`config.mk`:
```
export PLATFORM = sky130hd
export DESIGN_NAME = fault_code_unique_collector_flat
export DESIGN_NICKNAME = d
export VERILOG_FILES = /design/src/rtl/fcuc_pkg.sv /design/src/rtl/fcuc_if.sv /design/src/rtl/fcuc_table.sv /design/src/rtl/fault_code_unique_collector.sv /design/src/flat_wrapper.sv
export VERILOG_INCLUDE_DIRS = /design/src /design/src/rtl
export SDC_FILE = /design/constraint.sdc
export NUM_CORES = 1
export LEC_CHECK = 0
export ABC_AREA = 1
export BUFFER_PORTS_ARGS = -buffer_cell sky130_fd_sc_hd__buf_2
export CAP_MARGIN = 5
export CORE_MARGIN = 2
export CORE_UTILIZATION = 55
export CTS_CLUSTER_SIZE = 14
export DETAILED_ROUTE_END_ITERATION = 6
export PLACE_DENSITY = 0.73
export SLEW_MARGIN = 20
export SYNTH_ARGS = -nofsm -noshare
export SYNTH_HDL_FRONTEND = slang
export SYNTH_SLANG_ARGS = --single-unit
```
`constraint.sdc`:
```
create_clock -name clk_i -period 6.6 [get_ports clk_i]
set_input_delay 1.32 -clock clk_i [delete_from_list [all_inputs] [get_ports clk_i]]
set_output_delay 1.32 -clock clk_i [all_outputs]
set_load 0.03 [all_outputs]
```
`src/rtl/fault_code_unique_collector_macros.svh`:
```
// ---------------------------------------------------------------------------
// Assertion macros for the trouble code collector
// Every macro samples on clk_i and is disabled while rst_ni is low.
// ---------------------------------------------------------------------------
`ifndef FAULT_CODE_UNIQUE_COLLECTOR_MACROS_SVH
`define FAULT_CODE_UNIQUE_COLLECTOR_MACROS_SVH

// Plain property that must hold at every clock edge
`define FCUC_ASSERT(lbl, prop, msg) \
  lbl: assert property (@(posedge clk_i) disable iff (!rst_ni) (prop)) else $error(msg);

// Same-cycle implication
`define FCUC_IMPLY(lbl, ante, cons, msg) \
  lbl: assert property (@(posedge clk_i) disable iff (!rst_ni) (ante) |-> (cons)) \
    else $error(msg);

// Next-cycle implication
`define FCUC_NEXT(lbl, ante, cons, msg) \
  lbl: assert property (@(posedge clk_i) disable iff (!rst_ni) (ante) |=> (cons)) \
    else $error(msg);

`endif

```
`src/rtl/fcuc_pkg.sv`:
```
`timescale 1ns / 1ps
// ---------------------------------------------------------------------------
// fcuc_pkg
// Shared constants, command codes and table request/response types.
// ---------------------------------------------------------------------------
package fcuc_pkg;

  localparam int TableDepth = 16;
  localparam int IdxW       = $clog2(TableDepth);
  localparam int CntW       = IdxW + 1;
  localparam int CodeW      = 16;

  typedef enum logic [1:0] {
    CMD_FRAME = 2'd0,
    CMD_ARM   = 2'd1,
    CMD_STOP  = 2'd2,
    CMD_READ  = 2'd3
  } cmd_e;

  typedef enum logic {
    TOP_SEARCH = 1'b0,
    TOP_READ   = 1'b1
  } tbl_op_e;

  // Request from the control FSM to the table engine
  typedef struct packed {
    logic             start;
    tbl_op_e          op;
    logic [CodeW-1:0] code;
    logic [CntW-1:0]  count;
    logic [IdxW-1:0]  index;
  } tbl_req_t;

  // Completion report from the table engine
  typedef struct packed {
    logic             done;
    logic             added;
    logic             overflow;
    logic [CodeW-1:0] data;
  } tbl_rsp_t;

endpackage

```
`src/rtl/fcuc_if.sv`:
```
`timescale 1ns / 1ps
// ---------------------------------------------------------------------------
// fcuc_in_if / fcuc_out_if
// Valid/ready channels for command items and result items.
// ---------------------------------------------------------------------------
interface fcuc_in_if;
  logic       valid;
  logic       ready;
  logic [1:0] command;
  logic [7:0] module_id;
  logic [7:0] code_high;
  logic [7:0] code_low;
  logic       crc_good;
  logic       response_valid;
  logic [3:0] read_index;

  modport source (output valid, command, module_id, code_high, code_low, crc_good,
                  response_valid, read_index, input ready);
  modport sink   (input valid, command, module_id, code_high, code_low, crc_good,
                  response_valid, read_index, output ready);
endinterface

interface fcuc_out_if;
  logic        valid;
  logic        ready;
  logic [4:0]  code_count;
  logic [7:0]  extra_count;
  logic [31:0] reply_count;
  logic        collecting;
  logic        added_new;
  logic [7:0]  entry_high;
  logic [7:0]  entry_low;

  modport source (output valid, code_count, extra_count, reply_count, collecting,
                  added_new, entry_high, entry_low, input ready);
  modport sink   (input valid, code_count, extra_count, reply_count, collecting,
                  added_new, entry_high, entry_low, output ready);
endinterface

```
`src/rtl/fcuc_table.sv`:
```
`timescale 1ns / 1ps
// ---------------------------------------------------------------------------
// fcuc_table
// Code table memory with a sequential search-and-insert engine and a
// single-entry read. One memory read per cycle, read data registered.
// ---------------------------------------------------------------------------
`include "fault_code_unique_collector_macros.svh"

module fcuc_table (
  input  logic               clk_i,
  input  logic               rst_ni,
  input  fcuc_pkg::tbl_req_t req_i,
  output fcuc_pkg::tbl_rsp_t rsp_o
);
  import fcuc_pkg::*;

  typedef enum logic [1:0] {
    T_IDLE,
    T_SCAN,
    T_READ
  } tstate_e;

  tstate_e          state_q, state_d;
  logic [CntW-1:0]  ptr_q, ptr_d;
  logic [CntW-1:0]  count_q, count_d;
  logic [CodeW-1:0] code_q, code_d;
  logic             pend_q, pend_d;

  logic [CodeW-1:0] mem_q [TableDepth];
  logic [CodeW-1:0] rdata_q;
  logic [IdxW-1:0]  raddr;
  logic [IdxW-1:0]  waddr;
  logic             we;
  logic             hit;

  // Compare the entry fetched last cycle against the code under search
  assign hit   = pend_q && (rdata_q == code_q);
  assign waddr = count_q[IdxW-1:0];

  // Sequence search, insert and read
  always_comb begin
    state_d = state_q;
    ptr_d   = ptr_q;
    count_d = count_q;
    code_d  = code_q;
    pend_d  = 1'b0;
    raddr   = ptr_q[IdxW-1:0];
    we      = 1'b0;
    rsp_o   = '0;
    unique case (state_q)
      T_IDLE: begin
        if (req_i.start) begin
          count_d = req_i.count;
          code_d  = req_i.code;
          ptr_d   = '0;
          if (req_i.op == TOP_READ) begin
            raddr   = req_i.index;
            state_d = T_READ;
          end else begin
            state_d = T_SCAN;
          end
        end
      end
      T_SCAN: begin
        if (hit) begin
          // duplicate: nothing to store
          rsp_o.done = 1'b1;
          state_d    = T_IDLE;
        end else if (ptr_q == count_q) begin
          // every stored entry checked: append or flag overflow
          rsp_o.done = 1'b1;
          if (count_q < CntW'(TableDepth)) begin
            we          = 1'b1;
            rsp_o.added = 1'b1;
          end else begin
            rsp_o.overflow = 1'b1;
          end
          state_d = T_IDLE;
        end else begin
          raddr  = ptr_q[IdxW-1:0];
          ptr_d  = ptr_q + CntW'(1);
          pend_d = 1'b1;
        end
      end
      T_READ: begin
        rsp_o.done = 1'b1;
        rsp_o.data = rdata_q;
        state_d    = T_IDLE;
      end
      default: state_d = T_IDLE;
    endcase
  end

  // Hold engine control state
  always_ff @(posedge clk_i or negedge rst_ni) begin
    if (!rst_ni) begin
      state_q <= T_IDLE;
      ptr_q   <= '0;
      count_q <= '0;
      code_q  <= '0;
      pend_q  <= 1'b0;
    end else begin
      state_q <= state_d;
      ptr_q   <= ptr_d;
      count_q <= count_d;
      code_q  <= code_d;
      pend_q  <= pend_d;
    end
  end

  // Code memory: one write port, one registered read port
  always_ff @(posedge clk_i) begin
    if (we) begin
      mem_q[waddr] <= code_q;
    end
    rdata_q <= mem_q[raddr];
  end

  `FCUC_IMPLY(a_ptr_in_range, state_q == T_SCAN, ptr_q <= count_q, "scan pointer overran count")
  `FCUC_IMPLY(a_write_room, we, count_q < CntW'(TableDepth), "insert into a full table")
  `FCUC_NEXT(a_done_idle, rsp_o.done, state_q == T_IDLE, "engine did not return to idle")

endmodule

```
`src/rtl/fault_code_unique_collector.sv`:
```
`timescale 1ns / 1ps
// ---------------------------------------------------------------------------
// fault_code_unique_collector
// Collects distinct trouble codes reported by one target module. Takes one
// command item at a time and returns one result item per command.
// ---------------------------------------------------------------------------
// Timing: arm, stop, frames that are ignored or carry a zero code, and reads
// of empty slots skip the table and go straight to the result register. A
// read of a stored slot passes through the table's registered read port. A
// counted frame with a nonzero code searches the code table one entry per
// cycle through its single read port, checking up to N entries with N codes
// stored (16 with a full table); a duplicate ends the search at the matching
// entry. The table needs no clearing after reset or arm: the stored count
// bounds every access. A finished result sits in an output register and a
// new item may be taken while it waits.
// ---------------------------------------------------------------------------
`include "fault_code_unique_collector_macros.svh"

module fault_code_unique_collector (
  input  logic     clk_i,
  input  logic     rst_ni,
  fcuc_in_if.sink  in_i,
  fcuc_out_if.source out_o
);
  import fcuc_pkg::*;

  typedef enum logic [1:0] {
    S_IDLE,
    S_WAIT,
    S_EMIT
  } state_e;

  state_e           state_q, state_d;
  logic             armed_q, armed_d;
  logic [7:0]       target_q, target_d;
  logic [CntW-1:0]  count_q, count_d;
  logic [7:0]       extra_q, extra_d;
  logic [31:0]      reply_q, reply_d;
  logic             added_q, added_d;
  logic [CodeW-1:0] entry_q, entry_d;

  logic             out_valid_q, out_valid_d;
  logic [4:0]       o_count_q, o_count_d;
  logic [7:0]       o_extra_q, o_extra_d;
  logic [31:0]      o_reply_q, o_reply_d;
  logic             o_coll_q, o_coll_d;
  logic             o_added_q, o_added_d;
  logic [CodeW-1:0] o_entry_q, o_entry_d;

  cmd_e             cmd;
  logic             accept;
  logic             frame_ok;
  logic [CodeW-1:0] code;
  tbl_req_t         tbl_req;
  tbl_rsp_t         tbl_rsp;
  logic             tbl_add;
  logic             tbl_ovf;

  assign cmd      = cmd_e'(in_i.command);
  assign accept   = in_i.valid && in_i.ready;
  assign code     = {in_i.code_high, in_i.code_low};
  assign frame_ok = in_i.crc_good && in_i.response_valid && armed_q
                    && (in_i.module_id == target_q);
  assign in_i.ready = (state_q == S_IDLE);

  // Decode commands, track the table engine, load the result register
  always_comb begin
    state_d     = state_q;
    armed_d     = armed_q;
    target_d    = target_q;
    count_d     = count_q;
    extra_d     = extra_q;
    reply_d     = reply_q;
    added_d     = added_q;
    entry_d     = entry_q;
    out_valid_d = out_valid_q && !out_o.ready;
    o_count_d   = o_count_q;
    o_extra_d   = o_extra_q;
    o_reply_d   = o_reply_q;
    o_coll_d    = o_coll_q;
    o_added_d   = o_added_q;
    o_entry_d   = o_entry_q;
    tbl_req       = '0;
    tbl_req.op    = TOP_SEARCH;
    tbl_req.code  = code;
    tbl_req.count = count_q;
    tbl_req.index = in_i.read_index[IdxW-1:0];

    unique case (state_q)
      S_IDLE: begin
        if (accept) begin
          added_d = 1'b0;
          entry_d = '0;
          state_d = S_EMIT;
          unique case (cmd)
            CMD_FRAME: begin
              if (frame_ok) begin
                reply_d = reply_q + 32'd1;
                if (code != '0) begin
                  tbl_req.start = 1'b1;
                  state_d       = S_WAIT;
                end
              end
            end
            CMD_ARM: begin
              target_d = in_i.module_id;
              count_d  = '0;
              extra_d  = '0;
              reply_d  = '0;
              armed_d  = 1'b1;
            end
            CMD_STOP: begin
              armed_d = 1'b0;
            end
            CMD_READ: begin
              if (CntW'(in_i.read_index) < count_q) begin
                tbl_req.start = 1'b1;
                tbl_req.op    = TOP_READ;
                state_d       = S_WAIT;
              end
            end
            default: state_d = S_EMIT;
          endcase
        end
      end
      S_WAIT: begin
        if (tbl_rsp.done) begin
          if (tbl_rsp.added) begin
            count_d = count_q + CntW'(1);
          end
          if (tbl_rsp.overflow && (extra_q != 8'hFF)) begin
            extra_d = extra_q + 8'd1;
          end
          added_d = tbl_rsp.added;
          entry_d = tbl_rsp.data;
          state_d = S_EMIT;
        end
      end
      S_EMIT: begin
        // hold until the result register is free
        if (!out_valid_q || out_o.ready) begin
          out_valid_d = 1'b1;
          o_count_d   = 5'(count_q);
          o_extra_d   = extra_q;
          o_reply_d   = reply_q;
          o_coll_d    = armed_q;
          o_added_d   = added_q;
          o_entry_d   = entry_q;
          state_d     = S_IDLE;
        end
      end
      default: state_d = S_IDLE;
    endcase
  end

  // Hold state and registered outputs
  always_ff @(posedge clk_i or negedge rst_ni) begin
    if (!rst_ni) begin
      state_q     <= S_IDLE;
      armed_q     <= 1'b0;
      target_q    <= '0;
      count_q     <= '0;
      extra_q     <= '0;
      reply_q     <= '0;
      added_q     <= 1'b0;
      entry_q     <= '0;
      out_valid_q <= 1'b0;
      o_count_q   <= '0;
      o_extra_q   <= '0;
      o_reply_q   <= '0;
      o_coll_q    <= 1'b0;
      o_added_q   <= 1'b0;
      o_entry_q   <= '0;
    end else begin
      state_q     <= state_d;
      armed_q     <= armed_d;
      target_q    <= target_d;
      count_q     <= count_d;
      extra_q     <= extra_d;
      reply_q     <= reply_d;
      added_q     <= added_d;
      entry_q     <= entry_d;
      out_valid_q <= out_valid_d;
      o_count_q   <= o_count_d;
      o_extra_q   <= o_extra_d;
      o_reply_q   <= o_reply_d;
      o_coll_q    <= o_coll_d;
      o_added_q   <= o_added_d;
      o_entry_q   <= o_entry_d;
    end
  end

  // Table memory and search engine
  fcuc_table u_table (
    .clk_i  (clk_i),
    .rst_ni (rst_ni),
    .req_i  (tbl_req),
    .rsp_o  (tbl_rsp)
  );

  // Drive the result channel
  assign out_o.valid       = out_valid_q;
  assign out_o.code_count  = o_count_q;
  assign out_o.extra_count = o_extra_q;
  assign out_o.reply_count = o_reply_q;
  assign out_o.collecting  = o_coll_q;
  assign out_o.added_new   = o_added_q;
  assign out_o.entry_high  = o_entry_q[CodeW-1:8];
  assign out_o.entry_low   = o_entry_q[7:0];

  // Flag engine completions that insert or overflow
  assign tbl_add = tbl_rsp.done && tbl_rsp.added;
  assign tbl_ovf = tbl_rsp.done && tbl_rsp.overflow;

  `FCUC_ASSERT(a_count_max, count_q <= CntW'(TableDepth), "stored count above table depth")
  `FCUC_IMPLY(a_done_in_wait, tbl_rsp.done, state_q == S_WAIT, "table done outside wait")
  `FCUC_NEXT(a_add_incr, tbl_add, count_q == $past(count_q) + CntW'(1), "count not bumped")
  `FCUC_IMPLY(a_ovf_full, tbl_ovf, count_q == CntW'(TableDepth), "overflow with room left")

endmodule
```
`src/flat_wrapper.sv`:
```
// flat-port wrapper written by rule: the top's interface ports become plain ports
module fault_code_unique_collector_flat import fcuc_pkg::*;
  (clk_i, rst_ni, in_i_valid, in_i_command, in_i_module_id, in_i_code_high, in_i_code_low, in_i_crc_good, in_i_response_valid, in_i_read_index, in_i_ready, out_o_valid, out_o_code_count, out_o_extra_count, out_o_reply_count, out_o_collecting, out_o_added_new, out_o_entry_high, out_o_entry_low, out_o_ready);
  fcuc_in_if in_i_i ();
  fcuc_out_if out_o_i ();
  input  logic clk_i;
  input  logic rst_ni;
  input wire logic [$bits(in_i_i.valid)-1:0] in_i_valid;
  input wire logic [$bits(in_i_i.command)-1:0] in_i_command;
  input wire logic [$bits(in_i_i.module_id)-1:0] in_i_module_id;
  input wire logic [$bits(in_i_i.code_high)-1:0] in_i_code_high;
  input wire logic [$bits(in_i_i.code_low)-1:0] in_i_code_low;
  input wire logic [$bits(in_i_i.crc_good)-1:0] in_i_crc_good;
  input wire logic [$bits(in_i_i.response_valid)-1:0] in_i_response_valid;
  input wire logic [$bits(in_i_i.read_index)-1:0] in_i_read_index;
  output wire logic [$bits(in_i_i.ready)-1:0] in_i_ready;
  output wire logic [$bits(out_o_i.valid)-1:0] out_o_valid;
  output wire logic [$bits(out_o_i.code_count)-1:0] out_o_code_count;
  output wire logic [$bits(out_o_i.extra_count)-1:0] out_o_extra_count;
  output wire logic [$bits(out_o_i.reply_count)-1:0] out_o_reply_count;
  output wire logic [$bits(out_o_i.collecting)-1:0] out_o_collecting;
  output wire logic [$bits(out_o_i.added_new)-1:0] out_o_added_new;
  output wire logic [$bits(out_o_i.entry_high)-1:0] out_o_entry_high;
  output wire logic [$bits(out_o_i.entry_low)-1:0] out_o_entry_low;
  input wire logic [$bits(out_o_i.ready)-1:0] out_o_ready;
  assign in_i_i.valid = in_i_valid;
  assign in_i_i.command = in_i_command;
  assign in_i_i.module_id = in_i_module_id;
  assign in_i_i.code_high = in_i_code_high;
  assign in_i_i.code_low = in_i_code_low;
  assign in_i_i.crc_good = in_i_crc_good;
  assign in_i_i.response_valid = in_i_response_valid;
  assign in_i_i.read_index = in_i_read_index;
  assign in_i_ready = in_i_i.ready;
  assign out_o_valid = out_o_i.valid;
  assign out_o_code_count = out_o_i.code_count;
  assign out_o_extra_count = out_o_i.extra_count;
  assign out_o_reply_count = out_o_i.reply_count;
  assign out_o_collecting = out_o_i.collecting;
  assign out_o_added_new = out_o_i.added_new;
  assign out_o_entry_high = out_o_i.entry_high;
  assign out_o_entry_low = out_o_i.entry_low;
  assign out_o_i.ready = out_o_ready;
  fault_code_unique_collector u_core (.clk_i(clk_i), .rst_ni(rst_ni), .in_i(in_i_i), .out_o(out_o_i));
endmodule
```
**Word level (Yosys, flattened, before mapping)**

Memories as Yosys holds them, arrays and structs flattened. A register that Yosys moved wholly into a read port is not among the register bits.
Cells that the tools add are included.

- Flip-flop bits (word level): 166
- Latch bits: 0
- Bits in writable memories: 256
- ROM bits: 0
- Input port bits: 36
- Output and inout bits: 65
- Word-level logic and storage cells: 142
- Memories: 1

- $add $sub $neg: 4
- Multipliers: 0
- Div/mod/pow operators: 0
- Order comparisons: 2
- Equality and inequality tests: 22
- Shift-type cells: 0
- Mux-type cells: 64
- Bitwise logic cells: 0
- Reductions and logical operators: 29

Memories:

| memory | depth | bits a word | read ports | clocked after Yosys merged registers in | write ports | line | RTL |
|---|---|---|---|---|---|---|---|
| u_core.u_table.mem_q | 16 | 16 | 1 | 1 | 1 | fcuc_table.sv:29 | `logic [CodeW-1:0] mem_q [TableDepth];` |

Operators by type and width:

| operator | number |
|---|---|
| $pmux 32 s2 | 1 |
| $mux 16 | 3 |
| $mux 5 | 7 |
| $add 32x1->32 const B | 1 |
| $mux 32 | 1 |
| $mux 8 | 4 |
| $pmux 16 s2 | 1 |
| $mux 2 | 15 |
| $pmux 5 s2 | 2 |
| $mux 1 | 18 |
| $eq 16x16->1 | 1 |
| $pmux 8 s2 | 1 |
| $reduce_bool 16->1 | 1 |
| $mux 4 | 3 |
| $ne 2x1->1 const B | 6 |
| $reduce_and 3->1 | 4 |
| $add 5x1->5 const B | 2 |
| $reduce_and 5->1 | 2 |
| $add 8x1->8 const B | 1 |
| $eq 2x2->1 const B | 4 |
| $eq 8x8->1 | 1 |
| $ne 2x2->1 const B | 4 |
| $ne 8x8->1 const B | 1 |
| $pmux 1 s2 | 4 |
| other kinds (15) | 33 |

**Longest topological paths before layout**

- Depth after elaboration: 10
- Mapped depth: 18
- Depth with buffers taken out: 16

**Hierarchy**

A second synthesis with hierarchy kept.

- Cells, all modules: 2041
- Area, all modules: 19577.5 um^2

Modules (own cells, without submodules):

| module | instances | cells each | area each (um^2) | seq. area each (um^2) |
|---|---|---|---|---|
| fcuc_table | 1 | 1203 | 12896.1 | 8733.4 |
| fault_code_unique_collector | 1 | 838 | 6681.4 | 3428.3 |

**Worst setup path before layout**

Ideal clock, no wire load.

- Kind: input to register
- From: in in_i_read_index[2]
- To: reg u_core.u_table.code_q[10]
- Library setup time: 0.125 ns
- Arrival time: 3.072 ns
- Required time: 6.475 ns
- Slack: 3.403 ns
- Stages: 11
- Buffers on the path: 1
- Path through: ha_1 nand2_1 nand2_1 a21boi_1 and2_1 nand2_1 nand2_2 nand3_1 nor2_1 buf_2 mux2_2

- Word-level cells in the longest chain between the ends: 6

Ends and longest elaborated chain:

| item | line | RTL |
|---|---|---|
| from (decl) | flat_wrapper.sv:15 | `input wire logic [$bits(in_i_i.read_index)-1:0] in_i_read_index;` |
| $lt 4x5->1 | fault_code_unique_collector.sv:116 | `if (CntW'(in_i.read_index) < count_q) begin` |
| $mux 2 | fault_code_unique_collector.sv:116 |  |
| $pmux 1 s2 | fault_code_unique_collector.sv:95 | `unique case (cmd)` |
| $mux 2 | fault_code_unique_collector.sv:91 | `if (accept) begin` |
| $mux 2 | fault_code_unique_collector.sv:89 | `unique case (state_q)` |
| $reduce_and 2->1 (no source line) | n/a |  |
| to (signal assigned) | fcuc_table.sv:106 | `code_q <= code_d;` |
| to (decl) | fcuc_table.sv:26 | `logic [CodeW-1:0] code_q, code_d;` |

Every way passes these cells.
A chain may end at the register's enable or synchronous reset.

**Worst setup path in the final report**

- From: in in_i_read_index[3]
- To: reg u_core.u_table.rdata_q[3], read port of u_core.u_table.mem_q

- Word-level cells in the longest chain between the ends: 8
- Elaborated cells on any way between the ends: 9
- Classes of those cells: order compare (1); mux (8)

Ends and longest elaborated chain:

| item | line | RTL |
|---|---|---|
| $lt 4x5->1 | fault_code_unique_collector.sv:116 |  |
| $mux 2 | fault_code_unique_collector.sv:116 |  |
| $mux 1 | fault_code_unique_collector.sv:95 |  |
| $mux 2 | fault_code_unique_collector.sv:91 |  |
| $mux 2 | fault_code_unique_collector.sv:89 |  |
| $mux 4 | fcuc_table.sv:56 | `if (req_i.op == TOP_READ) begin` |
| $mux 4 * | fcuc_table.sv:52 | `if (req_i.start) begin` |
| $mux 4 * | n/a |  |
| to (decl) | fcuc_table.sv:30 | `logic [CodeW-1:0] rdata_q;` |

Mark *: on every way between the ends. The rest lies on a longest branch, timed or not.

==> reports/metrics.json <==
{
  "globalplace.congestion": {"value": 0.883},
  "reg2reg_to": {"value": "u_core.u_table.rdata_q[3]$_DFF_P_"},
  "grt_start_max_net_pins": {"value": 109},
  "detail_route.first_pass.iterations": {"value": 6},
  "power_total": {"value": 7.72, "unit": "mW"},
  "clock_tree.root_cell": {"value": "sky130_fd_sc_hd__clkbuf_16"},
  "fin_cells": {"value": 2587},
  "detailed_place_hpwl": {"value": 31600, "unit": "um"},
  "run_status": {"value": "finished clean"},
  "synth.mux.area_fraction": {"value": 2.17, "unit": "%"},
  "start_util": {"value": 55.6, "unit": "%"},
  "die-area": {"value": 37300, "unit": "um^2"},
  "timing_worst_slew_pin_value": {"value": 961, "unit": "ps"},
  "layout.cells.most_common": {"value": "sky130_fd_sc_hd__nand2_1"},
  "final-setup-viol-count": {"value": 0},
  "grt_pass1_wl": {"value": 79800, "unit": "um"},
  "tritoncts": {"value": "built"},
  "core-area": {"value": 35400, "unit": "um^2"},
  "area.growth.synth_to_final": {"value": 12.9, "unit": "%"},
  "hold_path.class": {"value": "register to register"},
  "netSwitchingPower": {"value": 2.39, "unit": "mW"},
  "synth.cell_area": {"value": 19700, "unit": "um^2"},
  "p_seq_share": {"value": 48.3, "unit": "%"},
  "cellPowerDensity": {"value": 347, "unit": "nW/um^2"},
  "crit_required": {"value": 7050, "unit": "ps"},
  "clock_latency": {"value": 570, "unit": "ps"},
  "p_leak": {"value": 9.96, "unit": "nW"},
  "critical_path.startpoint_type": {"value": "input pin"},
  "r2r_slack": {"value": 2960, "unit": "ps"},
  "wl_per_cell": {"value": 19.5, "unit": "um"},
  "number_of_cells_on_the_worst_reg_to_reg_path": {"value": 16},
  "fin_crit": {"value": 3910, "unit": "ps"},
  "syn-instance-count": {"value": 1987},
  "synth_adder_area_share": {"value": 0.889, "unit": "%"},
  "final_layout_size_suffix_gt1_share": {"value": 12.9, "unit": "%"},
  "clock_path_buffers": {"value": 3},
  "grt_setup_unrepaired": {"value": "false"},
  "stdcell_area": {"value": 22200, "unit": "um^2"},
  "timing.rr.start": {"value": "u_core.count_q[2]$_DFFE_PN0P_"},
  "vdd_drop_max": {"value": 0.254, "unit": "mV"},
  "worstHoldEndpoint": {"value": "u_core.out_o.reply_count[7]$_DFFE_PN0P_"},
  "totalWireLength": {"value": 50600, "unit": "um"},
  "yosys_warnings": {"value": 0},
  "fmax": {"value": 0.256, "unit": "GHz"},
  "postCtsSetupRepairBufs": {"value": 0},
  "drc_errors": {"value": 0},
  "mappedNetlistNets": {"value": 2037},
  "die_height": {"value": 193, "unit": "um"},
  "yosys.area_share.xor_xnor": {"value": 1.56, "unit": "%"},
  "power.clock.fraction": {"value": 34.0, "unit": "%"},
  "layout_common_cells": {"value": "sky130_fd_sc_hd__nand2_1, sky130_fd_sc_hd__nand3_1, sky130_fd_sc_hd__inv_1"},
  "route.antenna.remaining_nets": {"value": 0},
  "synth_top_family_by_area": {"value": "simple AND/OR/NAND/NOR gates"},
  "cts.repair.resized": {"value": 0},
  "avgSynthCellArea": {"value": 9.91, "unit": "um^2"},
  "tns": {"value": 0, "unit": "ps"},
  "power_frac_comb": {"value": 17.7, "unit": "%"},
  "dp_cells": {"value": 2502},
  "ios": {"value": 101},
  "num-fill-cells": {"value": 2844},
  "yosysSeqAreaShare": {"value": 61.8, "unit": "%"},
  "criticalPathCategory": {"value": "input pin to register"},
  "finalCritPeriodShare": {"value": 59.3, "unit": "%"},
  "synth_simple_gate_area_share": {"value": 22.3, "unit": "%"},
  "cts-htree-levels": {"value": 2},
  "final_nets": {"value": 2138},
  "cap_violations": {"value": 0},
  "placementRows": {"value": 69},
  "final.setup_skew": {"value": 16.5, "unit": "ps"},
  "num_vias": {"value": 14600},
  "max-slew-margin-rel": {"value": 35.9, "unit": "%"},
  "cts_buffers": {"value": 44},
  "cts_num_sinks": {"value": 438},
  "route.detailed.vias_per_inst": {"value": 5.65},
  "worst_setup_hold_path_clk_slew": {"value": 60, "unit": "ps"},
  "placement.io_buffers": {"value": 100},
  "cp-end-kind": {"value": "register"},
  "first_global_vias": {"value": 14500},
  "die_x": {"value": 193, "unit": "um"},
  "placedInstanceArea": {"value": 20700, "unit": "um^2"},
  "overall_routing_resource_usage": {"value": 27.2, "unit": "%"},
  "timing.hold.worst_path_depth": {"value": 2},
  "internal-power": {"value": 5.33, "unit": "mW"},
  "ys_ff_latch": {"value": 438},
  "grt_overflow": {"value": 0},
  "hold_fix_buffers_at_cts": {"value": 0},
  "timing.hold.worst.start": {"value": "u_core.out_o.reply_count[7]$_DFFE_PN0P_"},
  "cp_max_fo": {"value": 33},
  "final-hold-violation-count": {"value": 0},
  "synth_compound_gate_area_share": {"value": 3.58, "unit": "%"},
  "drt_iter0_markers": {"value": 1351},
  "antenna_found_initial": {"value": 3},
  "synth_cell_type_count": {"value": 43},
  "maxSlewViolCount": {"value": 0},
  "power.share.switching": {"value": 31.0, "unit": "%"},
  "worst-endpoint-arrival": {"value": 4370, "unit": "ps"}
}
==> synth_stat cells, drive strengths merged <==
cell	instances	area, um^2
a211oi	3	22.5
a21boi	4	33.8
a21oi	13	65.1
a32o	1	10.0
and2	1	6.26
buf	47	268
clkbuf	31	116
dfrtp	166	4150
dfxtp	16	320
edfxtp	256	7690
ha	14	175
inv	305	1140
mux2	38	428
nand2	438	1660
nand3	306	1540
nand3b	57	428
nand4	27	175
nor2	81	309
nor3	23	120
nor3b	2	15.0
nor4	14	87.6
o2111ai	2	17.5
o21a	1	7.51
o21ai	82	429
o22ai	6	37.5
o31ai	11	82.6
or2	7	43.8
xnor2	13	114
xor2	22	193
==> critical path, cell delays in order <==
cell                       delay (ps)
sky130_fd_sc_hd__buf_2            120
sky130_fd_sc_hd__ha_1             280
sky130_fd_sc_hd__inv_1             50
sky130_fd_sc_hd__nor2_1            50
sky130_fd_sc_hd__a21boi_1         170
sky130_fd_sc_hd__nand4_1          150
sky130_fd_sc_hd__nor2_2           220
sky130_fd_sc_hd__nand3_4          180
sky130_fd_sc_hd__nand2_1          120
sky130_fd_sc_hd__o21ai_2           50
sky130_fd_sc_hd__buf_4            290
sky130_fd_sc_hd__inv_1            660
sky130_fd_sc_hd__buf_4            390
sky130_fd_sc_hd__nand3_1          120
sky130_fd_sc_hd__nand3_1          100
sky130_fd_sc_hd__nand2_1           70
==> per-layer routing <==
layer	wire length, um	share of wire [%]	vias to the layer above	GRT usage, %
li1	-	-	6795	-
met4	1890	3.7	2	11.5
met5	16	0.032	-	0
met3	4550	9.0	128	6.00
met1	20200	40	7020	35.6
met2	23900	47	660	44.1
==> worst max-delay path by stage <==
stage	from	end	slack [ps]	cells after the start
2_1_floorplan	in_i_read_index[2]	u_core.u_table.code_q[10]$_DFFE_PN0P_	3400	11
3_3_place_gp	in_i_read_index[2]	u_core.u_table.rdata_q[5]$_DFF_P_	2280	16
3_5_place_dp	in_i_read_index[2]	u_core.u_table.rdata_q[5]$_DFF_P_	2200	16
4_1_cts	in_i_read_index[2]	u_core.u_table.rdata_q[5]$_DFF_P_	2760	16
5_1_grt	in_i_read_index[2]	u_core.u_table.rdata_q[3]$_DFF_P_	2550	16
6_report	in_i_read_index[3]	u_core.u_table.rdata_q[3]$_DFF_P_	2690	16
==> flip-flops by register name, indices dropped and copies added, names as in the netlist, 8 cells and up <==
signal,count
u_core.out_o.extra_count,8
u_core.u_table.code_q,16
u_core.reply_q,32
u_core.u_table.rdata_q,16
u_core.out_o.reply_count,32
u_core.o_entry_q,16
u_core.u_table.mem_q,256
u_core.entry_q,16
u_core.extra_q,8
u_core.target_q,8
==> power by group through the flow <==
stage,clock network [mW],registers [mW],logic (mW)
4_1_cts,2.66,3.72,1.37
2_1_floorplan,0,3.77,0.835
3_5_place_dp,0,3.77,1.35
6_report,2.63,3.73,1.37
5_1_grt,2.76,3.77,1.52
3_3_place_gp,0,3.75,1.32
==> cell type report <==
cell class	count	area [um^2]	area share (%)
flip-flops and latches	438	12200	54.7
multi-input cells	1166	6020	27.1
clock buffers	64	1280	5.75
inverters	305	1140	5.15
repair buffers	133	787	3.54
well taps	461	577	2.59
clock inverters	18	256	1.15
diodes	2	5.00	0.0225
==> stage by stage <==
| step | hold WS (ps) | setup WS (ps) | utilization, % |
|---|---|---|---|
| after floorplan | 452 | 3400 | - |
| after global placement | 465 | 2280 | 58.4 |
| after detailed placement | 472 | 2200 | 58.4 |
| after CTS | 487 | 2760 | 62.7 |
| after global routing | 509 | 2550 | 62.8 |
| final | 483 | 2690 | 62.8 |
==> cell families after synthesis <==
group | Yosys count
and+or+nand+nor | 956
DFF | 438
buffers and inverters | 383
AOI/OAI and AO/OA | 123
muxes | 38
xor gates and xnor gates | 35
adders and majority gates | 14
No activity file was read; power rests on OpenSTA's default activity.
